**config.mk**
```make
export PLATFORM = sky130hd
export DESIGN_NAME = button_click_event_detector_flat
export DESIGN_NICKNAME = d
export VERILOG_FILES = /design/src/sv/bced_pkg.sv /design/src/sv/bced_item_if.sv /design/src/sv/bced_event_if.sv /design/src/sv/bced_cfg_if.sv /design/src/sv/button_click_event_detector.sv /design/src/sv/bced_cfg_regs.sv /design/src/sv/bced_core.sv /design/src/flat_wrapper.sv
export SDC_FILE = /design/constraint.sdc
export NUM_CORES = 1
export LEC_CHECK = 0
export ABC_CLOCK_PERIOD_IN_PS = 11940
export BUFFER_PORTS_ARGS = -buffer_cell sky130_fd_sc_hd__buf_4
export CAP_MARGIN = 20
export CORE_UTILIZATION = 45
export CTS_BUF_LIST = sky130_fd_sc_hd__clkbuf_4
export DETAILED_ROUTE_END_ITERATION = 7
export GPL_ROUTABILITY_DRIVEN = 0
export PLACE_DENSITY = 0.67
export SLEW_MARGIN = 20
export SYNTH_ARGS = -nofsm -noshare
export SYNTH_HDL_FRONTEND = slang
export SYNTH_SLANG_ARGS = --single-unit
```
**constraint.sdc**
```tcl
create_clock -name clk -period 11.94 [get_ports clk]
set_clock_uncertainty 0.15 [all_clocks]
set_input_delay 1.791 -clock clk [delete_from_list [all_inputs] [get_ports clk]]
set_output_delay 1.791 -clock clk [all_outputs]
set_load 0.01 [all_outputs]
```
**src/sv/bced_pkg.sv**
```systemverilog
// ----------------------------------------------------------------------------
// bced_pkg
// Types and constants shared by the button click event detector.
// ----------------------------------------------------------------------------
package bced_pkg;

	localparam int TIME_W    = 32;
	localparam int CFG_W     = 16;
	localparam int CFG_IDX_W = 2;

	localparam logic [CFG_W-1:0] DEBOUNCE_RST = 16'd50;
	localparam logic [CFG_W-1:0] DOUBLE_RST   = 16'd300;
	localparam logic [CFG_W-1:0] LONG_RST     = 16'd1000;

	typedef enum logic {
		OP_EDGE = 1'b0,
		OP_POLL = 1'b1
	} op_t;

	typedef enum logic [1:0] {
		EV_PRESSED  = 2'd0,
		EV_RELEASED = 2'd1,
		EV_DOUBLE   = 2'd2,
		EV_LONG     = 2'd3
	} event_kind_t;

	typedef enum logic [CFG_IDX_W-1:0] {
		CFG_DEBOUNCE = 2'd0,
		CFG_DOUBLE   = 2'd1,
		CFG_LONG     = 2'd2
	} cfg_idx_t;

	typedef struct packed {
		logic [CFG_W-1:0] debounce_ms;
		logic [CFG_W-1:0] double_click_ms;
		logic [CFG_W-1:0] long_press_ms;
	} cfg_t;

	// Classification of the item held in the input register.
	typedef struct packed {
		logic              fire;
		logic              emit;
		event_kind_t       kind;
		logic [TIME_W-1:0] event_time;
		logic              is_pressed;
	} cls_res_t;

endpackage

```
**src/sv/bced_item_if.sv**
```systemverilog
// ----------------------------------------------------------------------------
// bced_item_if
// Input channel: a button edge or a poll, with the current time.
// ----------------------------------------------------------------------------
interface bced_item_if;
	logic                        valid;
	logic                        ready;
	bced_pkg::op_t               op;
	logic [bced_pkg::TIME_W-1:0] time_ms;

	modport source (output valid, output op, output time_ms, input ready);
	modport sink   (input valid, input op, input time_ms, output ready);
endinterface

```
**src/sv/bced_event_if.sv**
```systemverilog
// ----------------------------------------------------------------------------
// bced_event_if
// Output channel: one classified button event.
// ----------------------------------------------------------------------------
interface bced_event_if;
	logic                        valid;
	logic                        ready;
	bced_pkg::event_kind_t       event_kind;
	logic [bced_pkg::TIME_W-1:0] event_time;
	logic                        is_pressed;

	modport source (output valid, output event_kind, output event_time,
		output is_pressed, input ready);
	modport sink   (input valid, input event_kind, input event_time,
		input is_pressed, output ready);
endinterface

```
**src/sv/bced_cfg_if.sv**
```systemverilog
// ----------------------------------------------------------------------------
// bced_cfg_if
// Configuration write channel: register index and write data.
// ----------------------------------------------------------------------------
interface bced_cfg_if;
	logic                           valid;
	logic                           ready;
	logic [bced_pkg::CFG_IDX_W-1:0] index;
	logic [bced_pkg::CFG_W-1:0]     wdata;

	modport source (output valid, output index, output wdata, input ready);
	modport sink   (input valid, input index, input wdata, output ready);
endinterface

```
**src/sv/button_click_event_detector.sv**
```systemverilog
// ----------------------------------------------------------------------------
// button_click_event_detector
// Debounces button edges and reports press, release, double click and long
// press events.
// ----------------------------------------------------------------------------
// Channel  Role   Transaction
// item     sink   one button edge or poll with the current time in ms
// result   source one event: kind, time and pressed flag after the item
// cfg      sink   one write of a time register (debounce, double, long)
//
// One item is taken every cycle while result is not stalled; an event passes
// through the input register, then the result register.
// Edges inside the debounce window and polls with nothing to report produce
// no transaction on result.
// Reset clears the button state and loads the default time registers.
// A stalled result holds the result register, and the input register drains
// into it once the result transaction completes.
// ----------------------------------------------------------------------------
module button_click_event_detector (
	input  logic          clk,
	input  logic          arst_n,
	bced_item_if.sink     item,
	bced_event_if.source  result,
	bced_cfg_if.sink      cfg
);

	bced_pkg::cfg_t              cfg_val;
	bced_pkg::cls_res_t          res;
	logic                        out_free;
	logic                        load;
	logic                        valid_s2;
	bced_pkg::event_kind_t       kind_s2;
	logic [bced_pkg::TIME_W-1:0] time_s2;
	logic                        pressed_s2;

	bced_cfg_regs u_cfg (
		.clk     (clk),
		.arst_n  (arst_n),
		.cfg     (cfg),
		.cfg_val (cfg_val)
	);

	bced_core u_core (
		.clk      (clk),
		.arst_n   (arst_n),
		.item     (item),
		.cfg_val  (cfg_val),
		.out_free (out_free),
		.res      (res)
	);

	assign out_free = !valid_s2 || result.ready;
	assign load     = res.fire && res.emit;

	always_ff @(posedge clk or negedge arst_n) begin
		if (!arst_n) begin
			valid_s2 <= 1'b0;
		end else if (load) begin
			valid_s2 <= 1'b1;
		end else if (result.ready) begin
			valid_s2 <= 1'b0;
		end
	end

	always_ff @(posedge clk) begin
		if (load) begin
			kind_s2    <= res.kind;
			time_s2    <= res.event_time;
			pressed_s2 <= res.is_pressed;
		end
	end

	assign result.valid      = valid_s2;
	assign result.event_kind = kind_s2;
	assign result.event_time = time_s2;
	assign result.is_pressed = pressed_s2;

endmodule

```
**src/sv/bced_cfg_regs.sv**
```systemverilog
// ----------------------------------------------------------------------------
// bced_cfg_regs
// Debounce, double click and long press time registers.
// ----------------------------------------------------------------------------
module bced_cfg_regs (
	input  logic            clk,
	input  logic            arst_n,
	bced_cfg_if.sink        cfg,
	output bced_pkg::cfg_t  cfg_val
);

	bced_pkg::cfg_t cfg_q;

	assign cfg.ready = 1'b1;
	assign cfg_val   = cfg_q;

	always_ff @(posedge clk or negedge arst_n) begin
		if (!arst_n) begin
			cfg_q.debounce_ms     <= bced_pkg::DEBOUNCE_RST;
			cfg_q.double_click_ms <= bced_pkg::DOUBLE_RST;
			cfg_q.long_press_ms   <= bced_pkg::LONG_RST;
		end else if (cfg.valid) begin
			// Writes to an index beyond the register list are dropped.
			case (cfg.index)
				bced_pkg::CFG_DEBOUNCE: cfg_q.debounce_ms     <= cfg.wdata;
				bced_pkg::CFG_DOUBLE:   cfg_q.double_click_ms <= cfg.wdata;
				bced_pkg::CFG_LONG:     cfg_q.long_press_ms   <= cfg.wdata;
				default: ;
			endcase
		end
	end

endmodule

```
**src/sv/bced_core.sv**
```systemverilog
// ----------------------------------------------------------------------------
// bced_core
// Input register, button state and combinational event classification.
// ----------------------------------------------------------------------------
module bced_core (
	input  logic               clk,
	input  logic               arst_n,
	bced_item_if.sink          item,
	input  bced_pkg::cfg_t     cfg_val,
	input  logic               out_free,
	output bced_pkg::cls_res_t res
);

	logic                        valid_s1;
	bced_pkg::op_t               op_s1;
	logic [bced_pkg::TIME_W-1:0] time_s1;

	logic                        pressed_q;
	logic [bced_pkg::TIME_W-1:0] press_start_q;
	logic [bced_pkg::TIME_W-1:0] last_click_q;
	logic [bced_pkg::TIME_W-1:0] last_edge_q;

	logic                        accept;
	logic                        retire;
	logic [bced_pkg::TIME_W-1:0] since_edge;
	logic [bced_pkg::TIME_W-1:0] since_click;
	logic [bced_pkg::TIME_W-1:0] since_press;
	logic                        edge_take;
	logic                        dbl_hit;
	logic                        long_hit;

	assign retire     = valid_s1 && out_free;
	assign item.ready = !valid_s1 || out_free;
	assign accept     = item.valid && item.ready;

	always_ff @(posedge clk or negedge arst_n) begin
		if (!arst_n) begin
			valid_s1 <= 1'b0;
		end else if (accept) begin
			valid_s1 <= 1'b1;
		end else if (retire) begin
			valid_s1 <= 1'b0;
		end
	end

	always_ff @(posedge clk) begin
		if (accept) begin
			op_s1   <= item.op;
			time_s1 <= item.time_ms;
		end
	end

	// All time differences wrap modulo the timestamp width.
	assign since_edge  = time_s1 - last_edge_q;
	assign since_click = time_s1 - last_click_q;
	assign since_press = time_s1 - press_start_q;

	assign edge_take = (op_s1 == bced_pkg::OP_EDGE) &&
		(since_edge >= {{(bced_pkg::TIME_W-bced_pkg::CFG_W){1'b0}}, cfg_val.debounce_ms});
	assign dbl_hit = since_click <
		{{(bced_pkg::TIME_W-bced_pkg::CFG_W){1'b0}}, cfg_val.double_click_ms};
	assign long_hit = (op_s1 == bced_pkg::OP_POLL) && pressed_q &&
		(press_start_q != '0) &&
		(since_press >= {{(bced_pkg::TIME_W-bced_pkg::CFG_W){1'b0}}, cfg_val.long_press_ms});

	always_comb begin
		res.fire       = retire;
		res.emit       = edge_take || long_hit;
		res.event_time = time_s1;
		res.is_pressed = edge_take ? !pressed_q : pressed_q;
		if (!edge_take) begin
			res.kind = bced_pkg::EV_LONG;
		end else if (pressed_q) begin
			res.kind = bced_pkg::EV_RELEASED;
		end else if (dbl_hit) begin
			res.kind = bced_pkg::EV_DOUBLE;
		end else begin
			res.kind = bced_pkg::EV_PRESSED;
		end
	end

	always_ff @(posedge clk or negedge arst_n) begin
		if (!arst_n) begin
			pressed_q     <= 1'b0;
			press_start_q <= '0;
			last_click_q  <= '0;
			last_edge_q   <= '0;
		end else if (retire) begin
			if (edge_take) begin
				last_edge_q <= time_s1;
				pressed_q   <= !pressed_q;
				if (pressed_q) begin
					press_start_q <= '0;
				end else begin
					press_start_q <= time_s1;
					// A double click consumes the recorded click.
					last_click_q  <= dbl_hit ? '0 : time_s1;
				end
			end else if (long_hit) begin
				press_start_q <= '0;
			end
		end
	end

`ifndef SYNTHESIS
	a_long_clears_start: assert property (@(posedge clk) disable iff (!arst_n)
		(retire && long_hit) |=> (press_start_q == '0))
		else $error("press start not cleared after a long press");

	a_flag_only_on_edge: assert property (@(posedge clk) disable iff (!arst_n)
		!(retire && edge_take) |=> $stable(pressed_q))
		else $error("pressed flag changed without an accepted edge");

	a_long_needs_press: assert property (@(posedge clk) disable iff (!arst_n)
		(retire && long_hit) |-> (pressed_q && !edge_take))
		else $error("long press while released or on an edge");

	a_release_clears: assert property (@(posedge clk) disable iff (!arst_n)
		(retire && edge_take && pressed_q) |=> (!pressed_q && press_start_q == '0))
		else $error("release left the button pressed");
`endif

endmodule
```
**src/flat_wrapper.sv**
```systemverilog
// flat-port wrapper written by rule: the top's interface ports become plain ports
module button_click_event_detector_flat 
  (clk, arst_n, item_valid, item_op, item_time_ms, item_ready, result_valid, result_event_kind, result_event_time, result_is_pressed, result_ready, cfg_valid, cfg_index, cfg_wdata, cfg_ready);
  bced_item_if item_i ();
  bced_event_if result_i ();
  bced_cfg_if cfg_i ();
  input  logic clk;
  input  logic arst_n;
  input wire logic [$bits(item_i.valid)-1:0] item_valid;
  input wire logic [$bits(item_i.op)-1:0] item_op;
  input wire logic [$bits(item_i.time_ms)-1:0] item_time_ms;
  output wire logic [$bits(item_i.ready)-1:0] item_ready;
  output wire logic [$bits(result_i.valid)-1:0] result_valid;
  output wire logic [$bits(result_i.event_kind)-1:0] result_event_kind;
  output wire logic [$bits(result_i.event_time)-1:0] result_event_time;
  output wire logic [$bits(result_i.is_pressed)-1:0] result_is_pressed;
  input wire logic [$bits(result_i.ready)-1:0] result_ready;
  input wire logic [$bits(cfg_i.valid)-1:0] cfg_valid;
  input wire logic [$bits(cfg_i.index)-1:0] cfg_index;
  input wire logic [$bits(cfg_i.wdata)-1:0] cfg_wdata;
  output wire logic [$bits(cfg_i.ready)-1:0] cfg_ready;
  assign item_i.valid = item_valid;
  assign item_i.op = item_op;
  assign item_i.time_ms = item_time_ms;
  assign item_ready = item_i.ready;
  assign result_valid = result_i.valid;
  assign result_event_kind = result_i.event_kind;
  assign result_event_time = result_i.event_time;
  assign result_is_pressed = result_i.is_pressed;
  assign result_i.ready = result_ready;
  assign cfg_i.valid = cfg_valid;
  assign cfg_i.index = cfg_index;
  assign cfg_i.wdata = cfg_wdata;
  assign cfg_ready = cfg_i.ready;
  button_click_event_detector u_core (.clk(clk), .arst_n(arst_n), .item(item_i), .result(result_i), .cfg(cfg_i));
endmodule
```
* After elaboration in Yosys (flattened, before gate mapping)
Index checks and enable logic that the tools add are counted.
Storage, ports and cells: register bits after elaboration 215, output and inout port bits 38, logic and storage cells 62
Operators by class: add/subtract/negate cells 3, order comparisons 3, eq/ne operators 2, multiplexer cells 11, bitwise gates (word level) 3, reductions and logical operators 25
Operators by type and width (count):
- $mux 32 | 4
- $sub 32x32->32 | 3
- $ge 32x16->1 | 2
- $lt 32x16->1 | 1
- $reduce_bool 32->1 | 1
- $reduce_and 2->1 | 5
- $logic_and 1x1->1 | 7
- $reduce_bool 2->1 | 3
- $mux 1 | 5
- $mux 2 | 2
- $logic_not 1->1 | 3
- $logic_or 1x1->1 | 3
- $not 1->1 | 3
- $reduce_and 3->1 | 1
- $eq 2x1->1 const B | 1
- $eq 2x2->1 const B | 1
- $logic_not 2->1 | 1
- $reduce_or 2->1 | 1

* Longest topological paths before layout
Gate-level depths: netlist (run 1).
depth in word-level cells 6, mapped depth 25

* Cells and area by module
Synthesis (run 1) repeated with hierarchy kept, for this count alone.
Second synthesis, totals: cell total of the unflattened synthesis 1583, area total of the unflattened synthesis 15318.4 um^2
By module, submodules not included:
- bced_core | times used 1, cells an instance 1439, area each 12371.9 um^2, seq. area each 3443.3 um^2
- bced_cfg_regs | times used 1, cells an instance 104, area each 1843.0 um^2, seq. area each 1217.4 um^2
- button_click_event_detector | times used 1, cells an instance 40, area each 1103.6 um^2, seq. area each 1076.0 um^2

* Least setup slack after synthesis (run 1)
Ideal clock, no wire load.
kind register to register, from register u_core.u_core.time_s1[1] in the netlist's numbering, to register u_core.kind_s2[0], in the netlist u_core.result.event_kind[0], enable pin, arrival time 4.891 ns, data required time 11.374 ns, path slack 6.483 ns, cell stages (with the launch flop) 25, path buffers 1, cell sequence edfxtp_1 -> ha_1 -> nor2b_1 -> o21a_1 -> a311o_1 -> a41oi_1 -> nand2_1 -> nand3_1 -> nand2_1 -> a21o_1 -> a21oi_1 -> xnor2_1 -> ha_1 -> nand4_1 -> nor2_1 -> o21ai_0 -> and3_1 -> o2111ai_1 -> a2111oi_0 -> o2111ai_1 -> nor4_1 -> nand4_1 -> a21boi_4 -> buf_6 -> inv_1
Between the ends: cells in the longest elaborated chain, start to end 5, elaborated cells on any way between the ends 8, those cells by class add/sub (2); order compare (2); reduce/logical (4)
Ends and longest elaborated chain:
- from (decl) | RTL line bced_core.sv:16 | logic [bced_pkg::TIME_W-1:0] time_s1;
- from (signal assigned) | RTL line bced_core.sv:49 | time_s1 <= item.time_ms;
- $sub 32x32->32, on equally long branches | RTL line bced_core.sv:54, bced_core.sv:56
- $ge 32x16->1, on equally long branches | RTL line bced_core.sv:59, bced_core.sv:64
- $logic_and 1x1->1, on equally long branches | RTL line bced_core.sv:58, bced_core.sv:63
- $logic_or 1x1->1 (*) | RTL line bced_core.sv:68 | res.emit = edge_take || long_hit;
- $logic_and 1x1->1 (*) | RTL line button_click_event_detector.sv:53 | assign load = res.fire && res.emit;
- named net u_core.load | RTL line button_click_event_detector.sv:30 | logic load;
- to (signal assigned) | RTL line button_click_event_detector.sv:67 | kind_s2 <= res.kind;
- to (decl) | RTL line button_click_event_detector.sv:32 | bced_pkg::event_kind_t kind_s2;
The timed path passes the listed nets; every way through them passes the cells marked *. A chain may end at the register's enable or synchronous reset.

* Final worst setup path (run 1)
from register u_core.u_core.time_s1[1] in the netlist's numbering, to register u_core.time_s2, in the netlist u_core.result.event_time[18], enable pin
Between the ends: cells in the longest elaborated chain, start to end 5, elaborated cells on any way between the ends 8, those cells by class add/sub (2); order compare (2); reduce/logical (4)
Ends and longest elaborated chain:
- $sub 32x32->32 | RTL line bced_core.sv:54 | assign since_edge = time_s1 - last_edge_q;
- $ge 32x16->1 | RTL line bced_core.sv:59 | (since_edge >= {{(bced_pkg::TIME_W-bced_pkg::CFG_W){1'b0}}, cfg_val.debounce_ms});
- $logic_and 1x1->1 | RTL line bced_core.sv:58 | assign edge_take = (op_s1 == bced_pkg::OP_EDGE) &&
- named net u_core.u_core.edge_take | RTL line bced_core.sv:28 | logic edge_take;
- $logic_or 1x1->1 | RTL line bced_core.sv:68
- $logic_and 1x1->1 | RTL line button_click_event_detector.sv:53
- named net u_core.load | RTL line button_click_event_detector.sv:30
- to (signal assigned) | RTL line button_click_event_detector.sv:68 | time_s2 <= res.event_time;
- to (decl) | RTL line button_click_event_detector.sv:33 | logic [bced_pkg::TIME_W-1:0] time_s2;
The timed path passes the listed nets, and every way through them passes these cells.

==> results of run 1 <==
[cell usage after synthesis, types with 5 or more instances]
library cell / n / share of area, %
a221oi_1: 6 / 0.35
a22o_1: 33 / 1.9
o21a_1: 14 / 0.71
a211o_1: 6 / 0.35
o21bai_1: 7 / 0.35
clkbuf_1: 28 / 0.71
mux2_2: 65 / 4.9
nand2_1: 107 / 2.7
dfstp_2: 13 / 2.3
o21ai_0: 84 / 2.8
o2111ai_1: 6 / 0.35
edfxtp_1: 68 / 14
o211ai_1: 12 / 0.60
xor2_1: 20 / 1.2
o31ai_1: 6 / 0.30
nor2b_1: 13 / 0.55
o21ai_1: 5 / 0.17
nand3_1: 23 / 0.77
buf_2: 16 / 0.54
a31oi_1: 14 / 0.59
xnor2_1: 37 / 2.2
o2111a_1: 5 / 0.38
or3_1: 9 / 0.38
nor4_1: 21 / 0.88
a211oi_1: 20 / 1.0
dfrtp_1: 134 / 22
mux2i_1: 10 / 0.67
ha_1: 141 / 12
a21oi_1: 100 / 3.4
nand3b_1: 6 / 0.30
a21o_1: 75 / 3.8
o221ai_1: 5 / 0.29
nand4_1: 26 / 1.1
nor3b_1: 6 / 0.30
nor3_1: 16 / 0.54
nand2b_1: 16 / 0.67
nor2_1: 73 / 1.8
and2_1: 36 / 1.5
and3_1: 16 / 0.67
inv_1: 182 / 4.6
a31o_2: 5 / 0.29
o22ai_1: 5 / 0.21
[worst min path at each step]
stage               slack [ns]                          end                     start  cells after the start
floorplan                 0.28  u_core.result.event_time[0]  u_core.u_core.time_s1[0]                      0
global placement          0.28  u_core.result.event_time[0]  u_core.u_core.time_s1[0]                      0
detailed placement        0.28  u_core.result.event_time[0]  u_core.u_core.time_s1[0]                      0
CTS                       0.30  u_core.result.event_time[0]  u_core.u_core.time_s1[0]                      0
global route              0.31  u_core.result.event_time[0]  u_core.u_core.time_s1[0]                      0
finish                    0.30  u_core.result.event_time[0]  u_core.u_core.time_s1[0]                      0
[area by class of cell]
type / count / share of cell area, %
Sequential cell: 215 / 34.3
Clock buffer: 81 / 3.63
Timing Repair Buffer: 99 / 4.46
Clock inverter: 26 / 0.964
Multi-Input combinational cell: 1116 / 49.3
Inverter: 182 / 4.08
Antenna cell: 1 / 0.0149
Tap cell: 442 / 3.30
[metrics by stage]
| step | utilization [%] | worst slack, ns | instances |
|---|---|---|---|
| 6_report | 51.5 | 5.55 | 2162 |
| 3_5_place_dp | 49.1 | 5.70 | 2054 |
| 2_1_floorplan | - | 6.48 | 1563 |
| 5_1_grt | 51.5 | 5.18 | 2162 |
| 4_1_cts | 51.5 | 5.62 | 2161 |
| 3_3_place_gp | 49.1 | 5.77 | 2054 |
[logic make-up (layout without fill, tap and decap cells)]
family	Yosys count	count (layout)
multiplexers	75	75
flip-flops	215	215
adder cells (fa/ha/maj)	144	144
AND/OR/NAND/NOR	385	385
other	1	2
XOR/XNOR	57	57
AO/OA/AOI/OAI	454	454
buffers and inverters	232	388
[critical path, delay by kind of cell, from the launching register on]
| kind | cells | cell delay (ns) |
|---|---|---|
| AOI/OAI and AO/OA | 12 | 2.63 |
| and+or+nand+nor | 3 | 1.12 |
| buffers and inverters | 3 | 0.77 |
| adders and majority gates | 2 | 0.63 |
| DFF | 1 | 0.52 |
| xor gates and xnor gates | 1 | 0.16 |
[sequential cells by signal, indices dropped and copies added, names as in the netlist]
| name | flops |
|---|---|
| u_core.result.event_kind | 2 |
| u_core.result.event_time | 32 |
| u_core.result.is_pressed | 1 |
| u_core.result.valid | 1 |
| u_core.u_cfg.cfg_val | 48 |
| u_core.u_core.last_click_q | 32 |
| u_core.u_core.last_edge_q | 32 |
| u_core.u_core.op_s1 | 1 |
| u_core.u_core.press_start_q | 32 |
| u_core.u_core.pressed_q | 1 |
| u_core.u_core.time_s1 | 32 |
| u_core.u_core.valid_s1 | 1 |
[per-layer routing]
layer / vias to the layer above / wire, µm
met5: - / 0
met4: 0 / 1390
met3: 99 / 2790
met2: 455 / 17900
met1: 5987 / 18500
li1: 5939 / -
[report_power, final]
| part | switching (µW) | internal (µW) |
|---|---|---|
| sequential | 138 | 966 |
| combinational | 1270 | 941 |
| clock | 317 | 359 |
==> impl_metrics.ini, run 1 <==
[run_status]
outcome = finished, final reports clean

[pwr]
p_leak_uw = 0.00778
peakVddDrop_mv = 0.0867
power_density_nw_per_um2 = 238
power_uw = 3990

[timing]
finalCritPeriodShare_pct = 53.5
slew_viol_final = 0
hold_viol = 0
finalSetupViolations = 0
finalSetupTns_ns = 0
holdWs_ns = 0.300
min_period_ns = 6.39
rsz0062_at_grt = no
slew-limit-headroom_pct = 31.3
tightestPinTransition_ns = 1.03
fmax_ghz = 0.156

[cells_and_area]
fin_nets = 1871
area_growth_pct = 12.4
seqCellArea_um2 = 5740
final_cell_mix = inv_1 (182), ha_1 (141), dfrtp_1 (134)
final_common_cell = inv_1
fill_cells = 3051
multi_input_area_um2 = 8250
fin_area_um2 = 16700
drive_above_1_share_pct = 17.0

[clocking]
cts_buffer_depth = 3
cts_max_level = 2
postCtsHoldBufs = 0
cts_resized = 0
cts_made_buffers = 57
root_buffer = clkbuf_4
cts_setup_buffers = 0
cts_tree = yes
numClockSinks = 215
path_clk_slew_ns = 0.06
clk_latency_ns = 0.73

[setup_path]
cp-end-kind = flop
required_ns = 12.16
worstSetupEndpoint = u_core.result.event_time[18]
reg2reg_slack_ns = 5.55
crit_path_start = u_core.u_core.time_s1[1]
crit_path_cell_trace = ha_1 > nor2b_1 > o31ai_1 > a21oi_1 > a21oi_1 > o21ai_0 > xor2_1 > ha_1 > a21o_1 > a21oi_1 > o221ai_1 > or4_1 > a211oi_1 > o2111a_1 > o2111a_1 > a41oi_4 > nand3_4 > a21boi_4 > buf_4 > inv_1 > buf_4
critPathMaxStageDelay_ns = 0.52
worst_path_most_repeated_cell = a21oi_1
r2r_start = u_core.u_core.time_s1[1]
startpoint_type = flop
r2r-end = u_core.result.event_time[18]
cp.arrival_ns = 6.61
crit_fanout = 35
cp_slowest_cell = edfxtp_1
worstSetupPathType = flop to flop
rr_worst_depth = 21

[global_routing]
use_met2_pct = 37.6
grt_pass1_wl_mm = 64.2
grt_max_degree = 77
grt_pass1_vias = 12150
track_usage_pct = 24.3
overflow = 0
grt.met1_usage_pct = 33.5
grt_use_met3_pct = 4.22
grt_antenna_before_repair = 4
top_usage_layer = met2

[drt]
drt_iter0_markers = 1121
wire_per_inst_um = 18.7
final_antenna_net_count = 0
via_per_inst = 5.77
drc_errors = 0
vias = 12480
drt-total-wl_mm = 40.5
drt_first_pass_iters = 5

[synthesis]
synth_simple_gate_area_share_pct = 13.2
synth_xor_area_share_pct = 3.35
synth.area.mux_share_pct = 5.58
ys_warn_count = 0
synthAdderAreaFrac_pct = 12.2
syn_avg_cell_area_um2 = 9.54
synth_seq_cells = 215
syn-num-nets = 1763
synth_cell_types = 77
async_flop_share_pct = 68.4
synth-edff-count = 68
yosysSeqAreaShare_pct = 38.5
syn-cell-area_um2 = 14900
synthFlopType = dfrtp_1
synth_cells = 1563
synth_top_family_by_area = compound AO/OA/AOI/OAI gates
synth_compound_area_share_pct = 20.9

[place]
place_hpwl_mm = 30.8
io_buffers = 92
placed_cell_area_um2 = 16000

[floorplan]
die_h_um = 184
start_util_pct = 45.8
fp.coreArea_um2 = 32500
io_pins = 94
num_rows = 66
fp.dieW_um = 184
dieArea_um2 = 33900

[min_path]
min-delay-path-class = flop to flop

[flow_run]
cap_violations = 0
No activity file was read; power rests on OpenSTA's default activity.
==> run 2, diff against run 1 <==
--- a/config.mk
+++ b/config.mk
@@ -5,7 +5,7 @@
 export SDC_FILE = /design/constraint.sdc
 export NUM_CORES = 1
 export LEC_CHECK = 0
-export ABC_CLOCK_PERIOD_IN_PS = 11940
+export ABC_CLOCK_PERIOD_IN_PS = 6400
 export BUFFER_PORTS_ARGS = -buffer_cell sky130_fd_sc_hd__buf_4
 export CAP_MARGIN = 20
 export CORE_UTILIZATION = 45
==> constraint.sdc (replaced) <==
create_clock -name clk -period 6.4 [get_ports clk]
set_clock_uncertainty 0.15 [all_clocks]
set_input_delay 0.96 -clock clk [delete_from_list [all_inputs] [get_ports clk]]
set_output_delay 0.96 -clock clk [all_outputs]
set_load 0.01 [all_outputs]
==> run 2 against run 1 <==
Net effect:
- setup slack worse by 4.9 ns
- utilization increased by 0.21 points
- critical path depth up 3
- flip-flop and latch count unchanged
- via count down 0.36%
- die area is the same
- worst hold slack got worse by 0.14 ns
- clock power increased by 85%
- clock-buffer cell count increased by 14
- cell area grew 0.40%
- global-route usage is 0.59 points lower
- first-iteration DRC count shrank 12%
- largest power group unchanged
==> impl_metrics.ini, run 2 (same netlist as run 1, synthesis figures left out) <==
[pwr]
power_density_nw_per_um2 = 444
p_leak_uw = 0.00783
power_uw = 7470
peakVddDrop_mv = 0.139

[drt]
drc_errors = 0
drt_iter0_markers = 981
drt-total-wl_mm = 39.6
via_per_inst = 5.73
vias = 12435
final_antenna_net_count = 0
wire_per_inst_um = 18.2
drt_first_pass_iters = 6

[global_routing]
grt_pass1_wl_mm = 62.7
overflow = 0
grt_antenna_before_repair = 2
track_usage_pct = 23.7
grt_max_degree = 86
grt_pass1_vias = 12211

[floorplan]
dieArea_um2 = 33900
start_util_pct = 45.8
fp.coreArea_um2 = 32500
io_pins = 94
num_rows = 66
fp.dieW_um = 184
die_h_um = 184

[cells_and_area]
fin_nets = 1879
final_cell_mix = inv_1 (182), ha_1 (141), dfrtp_1 (134)
largest_reg_flops = 48
drive_above_1_share_pct = 18.1
final_common_cell = inv_1
fin_util_pct = 51.7
area_growth_pct = 12.8

[setup_path]
required_ns = 6.65
startpoint_type = flop
rr_worst_depth = 24
reg2reg_slack_ns = 0.66
r2r_start = u_core.u_core.time_s1[1]
r2r-end = u_core.result.event_time[15]
crit_fanout = 35
critPathMaxStageDelay_ns = 0.52
cp_slowest_cell = edfxtp_1
crit_path_cell_trace = ha_1 > nor2b_1 > o21a_1 > a311o_1 > a41oi_1 > nand2_1 > nand3_1 > nand2_1 > a21o_1 > a21oi_1 > xnor2_1 > ha_1 > nand4_1 > nor2_1 > o21ai_0 > and3_1 > o2111ai_1 > a2111oi_0 > o2111ai_1 > nor4_1 > nand4_1 > a21boi_4 > inv_1 > buf_4
cp.arrival_ns = 6.00
worstSetupPathType = flop to flop
cp-end-kind = flop

[flow_run]
cap_violations = 0

[timing]
finalSetupViolations = 0
slew-limit-headroom_pct = 34.4
slew_viol_final = 0
hold_viol = 0
rsz0062_at_grt = no
tightestPinTransition_ns = 0.981
min_period_ns = 5.74
finalCritPeriodShare_pct = 89.7
fmax_ghz = 0.174
fin_ws_ns = 0.658
finalSetupTns_ns = 0
holdWs_ns = 0.157

[clocking]
root_buffer = clkbuf_4
numClockSinks = 215
clk_latency_ns = 0.73
cts_buffer_depth = 3
cts_made_buffers = 58
cts_resized = 0
postCtsHoldBufs = 0
cts_setup_buffers = 0
cts_max_level = 2
cts_tree = yes
path_clk_slew_ns = 0.06

[min_path]
min-delay-path-class = input port to async pin

[place]
io_buffers = 92
pre_cts_slack_ns = 0.656
place_hpwl_mm = 30.3

[run_status]
outcome = finished, final reports clean
==> run 2: cell count changes in the layout (fill, tap and decap cells not counted) <==
| cell | delta |
|---|---|
| buf_4 | +6 |
| bufinv_16 | -2 |
| clkinvlp_4 | +1 |
| clkbuf_4 | +14 |
| buf_12 | +1 |
| clkinv_1 | -11 |
| clkinv_4 | -1 |
==> run 2: area by class of cell <==
class	instances	area [µm²]
Antenna cell	1	2.50
Clock buffer	95	713
Clock inverter	13	58.8
Fill cell	3039	15700
Inverter	182	683
Multi-Input combinational cell	1116	8250
Sequential cell	215	5740
Tap cell	442	553
Timing Repair Buffer	106	812
==> run 2: where the power goes <==
part / internal, µW / switching, µW
logic: 1770 / 2400
registers: 1800 / 248
clock network: 669 / 583
==> run 2: routing by layer <==
layer	track usage, %	up-vias	routed length (µm)
met4	9.47	0	1360
met2	38.2	441	17900
met1	31.8	5934	18200
li1	-	5951	-
met3	3.78	109	2170
met5	0	-	0
==> run 2: how the worst max path moves through the flow <==
stage	startpoint	endpoint	slack, ns	cells past startpoint
after floorplan	u_core.u_core.time_s1[1]	u_core.result.event_kind[0]	0.94	24
after CTS	u_core.u_core.time_s1[1]	u_core.result.event_time[15]	0.64	22
final	u_core.u_core.time_s1[1]	u_core.result.event_time[15]	0.66	24
after global routing	u_core.u_core.time_s1[1]	u_core.result.event_time[15]	0.18	22
after detailed placement	u_core.u_core.time_s1[1]	u_core.result.event_time[1]	0.66	22
after global placement	u_core.u_core.time_s1[1]	u_core.result.event_time[1]	0.83	22
==> run 2: through the flow <==
stage / instances / area, µm²
finish: 2170 / 16800
global route: 2170 / 16800
CTS: 2169 / 16800
detailed placement: 2061 / 16000
global placement: 2061 / 16000
floorplan: 1563 / 14900
==> run 2: critical path: cells and delay by family, from the launching register on <==
| kind | cells | cell delay [ns] |
|---|---|---|
| DFF | 1 | 0.52 |
| and+or+nand+nor | 9 | 1.40 |
| AOI/OAI and AO/OA | 10 | 2.27 |
| xor gates and xnor gates | 1 | 0.14 |
| buffers and inverters | 2 | 0.31 |
| adders and majority gates | 2 | 0.60 |
==> run 3, diff against run 2 <==
==> constraint.sdc (replaced) <==
create_clock -name clk -period 6.4 [get_ports clk]
set_clock_uncertainty 0.15 [all_clocks]
set_input_delay 1.28 -clock clk [delete_from_list [all_inputs] [get_ports clk]]
set_output_delay 1.28 -clock clk [all_outputs]
set_load 0.01 [all_outputs]
==> run 3 against run 2 <==
Net effect:
- combinational power about the same
- power grew 0.69%
- via count is 0.35% lower
- first-iteration DRC count shrank 14%
- clock power increased by 6%
- setup slack better by 0.062 ns
- global-route usage down 0.13 points
- worst hold slack better by 0.15 ns
- sequential share of layout area fell by 0.086 points
- utilization grew 0.13 points
- highest routed layer unchanged
==> impl_metrics.ini, run 3 (same netlist as run 1, synthesis figures left out) <==
[place]
place_hpwl_mm = 30.1
pre_cts_slack_ns = 0.698
dp.cells = 2061
io_buffers = 92

[floorplan]
die_h_um = 184
start_util_pct = 45.8
dieArea_um2 = 33900
fp.coreArea_um2 = 32500
io_pins = 94
fp.dieW_um = 184
num_rows = 66

[drt]
wire_per_inst_um = 18.1
vias = 12391
drt-total-wl_mm = 39.3
drt_iter0_markers = 844
drc_errors = 0
via_per_inst = 5.70
drt_first_pass_iters = 5
final_antenna_net_count = 0

[cells_and_area]
final_cell_mix = inv_1 (182), ha_1 (141), dfrtp_1 (134)
area_growth_pct = 13.1
final_common_cell = inv_1
fin_cells = 2172
fin_nets = 1880
drive_above_1_share_pct = 17.6
largest_reg_flops = 48

[setup_path]
worstSetupPathType = flop to flop
cp-end-kind = flop
reg2reg_slack_ns = 0.72
required_ns = 6.67
cp.arrival_ns = 5.95
startpoint_type = flop
crit_fanout = 35

[global_routing]
overflow = 0
top_usage_layer = met2
grt_pass1_vias = 12000
track_usage_pct = 23.6
use_met2_pct = 37.2
grt_antenna_before_repair = 1
grt_use_met3_pct = 3.63
grt.met1_usage_pct = 32.0
grt_pass1_wl_mm = 62.6
grt_max_degree = 106

[timing]
holdWs_ns = 0.303
fin_ws_ns = 0.720
rsz0062_at_grt = no
finalSetupTns_ns = 0
hold_viol = 0
fmax_ghz = 0.176
finalCritPeriodShare_pct = 88.7
slew_viol_final = 0
tightestPinTransition_ns = 0.974
min_period_ns = 5.68
slew-limit-headroom_pct = 35.1
finalSetupViolations = 0

[clocking]
cts_max_level = 2
cts_setup_buffers = 0
postCtsHoldBufs = 0
cts_resized = 0
cts_made_buffers = 59
cts_buffer_depth = 3
cts_tree = yes
root_buffer = clkbuf_4
numClockSinks = 215
clk_latency_ns = 0.74
path_clk_slew_ns = 0.06

[run_status]
outcome = finished, final reports clean

[pwr]
p_leak_uw = 0.00784
peakVddDrop_mv = 0.148
power_density_nw_per_um2 = 446

[min_path]
min-delay-path-class = flop to flop

[flow_run]
cap_violations = 0
==> run 3: cell types whose count changed in the layout (fill, tap and decap cells not counted), sizes merged <==
cell      previous run  this run
clkinv              11        24
clkbuf              95        82
clkinvlp             1         0
bufinv               0         3
==> run 3: layer usage <==
layer  vias up  wire length (µm)  part of all wire, %
li1       5979                 -                    -
met1      5900             18000                   46
met2       425             17700                   45
met3        87              2170                  5.5
met4         0              1410                  3.6
met5         -                 0                    0
==> run 3: critical path, stage by stage, from the launching register on <==
cell and delay (ns):
edfxtp_1 0.51, ha_1 0.33, nor2b_1 0.16, o31ai_1 0.36, a21oi_1 0.21, o21ai_0 0.24, a21oi_1 0.12, o21a_1 0.17
nor2_1 0.11, xnor2_1 0.16, ha_1 0.28, a21o_1 0.18, a21o_1 0.17, a211oi_1 0.32, o221ai_1 0.17, a211oi_1 0.19
o2111a_1 0.23, o2111a_1 0.28, a41oi_4 0.20, nand3_4 0.25, a21boi_4 0.23, inv_1 0.05, buf_4 0.29
==> run 3: worst paths after layout <==
path                                                from                               to  cells after the start
worst min register to register  u_core.u_core.time_s1[0]      u_core.result.event_time[0]                      0
worst max-delay path            u_core.u_core.time_s1[1]     u_core.result.event_time[24]                     22
max in group asynchronous                         arst_n  u_core.u_core.press_start_q[16]                      2
min in group asynchronous                         arst_n         u_core.u_cfg.cfg_val[32]                      1
worst min-delay path            u_core.u_core.time_s1[0]      u_core.result.event_time[0]                      0
worst max register to register  u_core.u_core.time_s1[1]     u_core.result.event_time[24]                     22
==> run 3: through the flow <==
stage               utilization, %  area [µm²]  total power [µW]
floorplan                        -       14900              5120
global placement              49.3       16000              6030
detailed placement            49.3       16000              6140
CTS                           51.8       16900              7510
global route                  51.8       16900              8130
finish                        51.8       16900              7520
==> run 3: power breakdown <==
group,total [µW],switching [µW],leakage (µW),internal (µW)
sequential,2050,251,0.00243,1800
clock,1330,605,0.000481,720
combinational,4140,2380,0.00493,1760
==> run 3: cell type report <==
cell class / count / area [µm²]
Fill cell: 3073 / 15700
Inverter: 182 / 683
Clock buffer: 82 / 616
Antenna cell: 1 / 2.50
Multi-Input combinational cell: 1116 / 8250
Sequential cell: 215 / 5740
Clock inverter: 28 / 199
Timing Repair Buffer: 106 / 812
Tap cell: 442 / 553
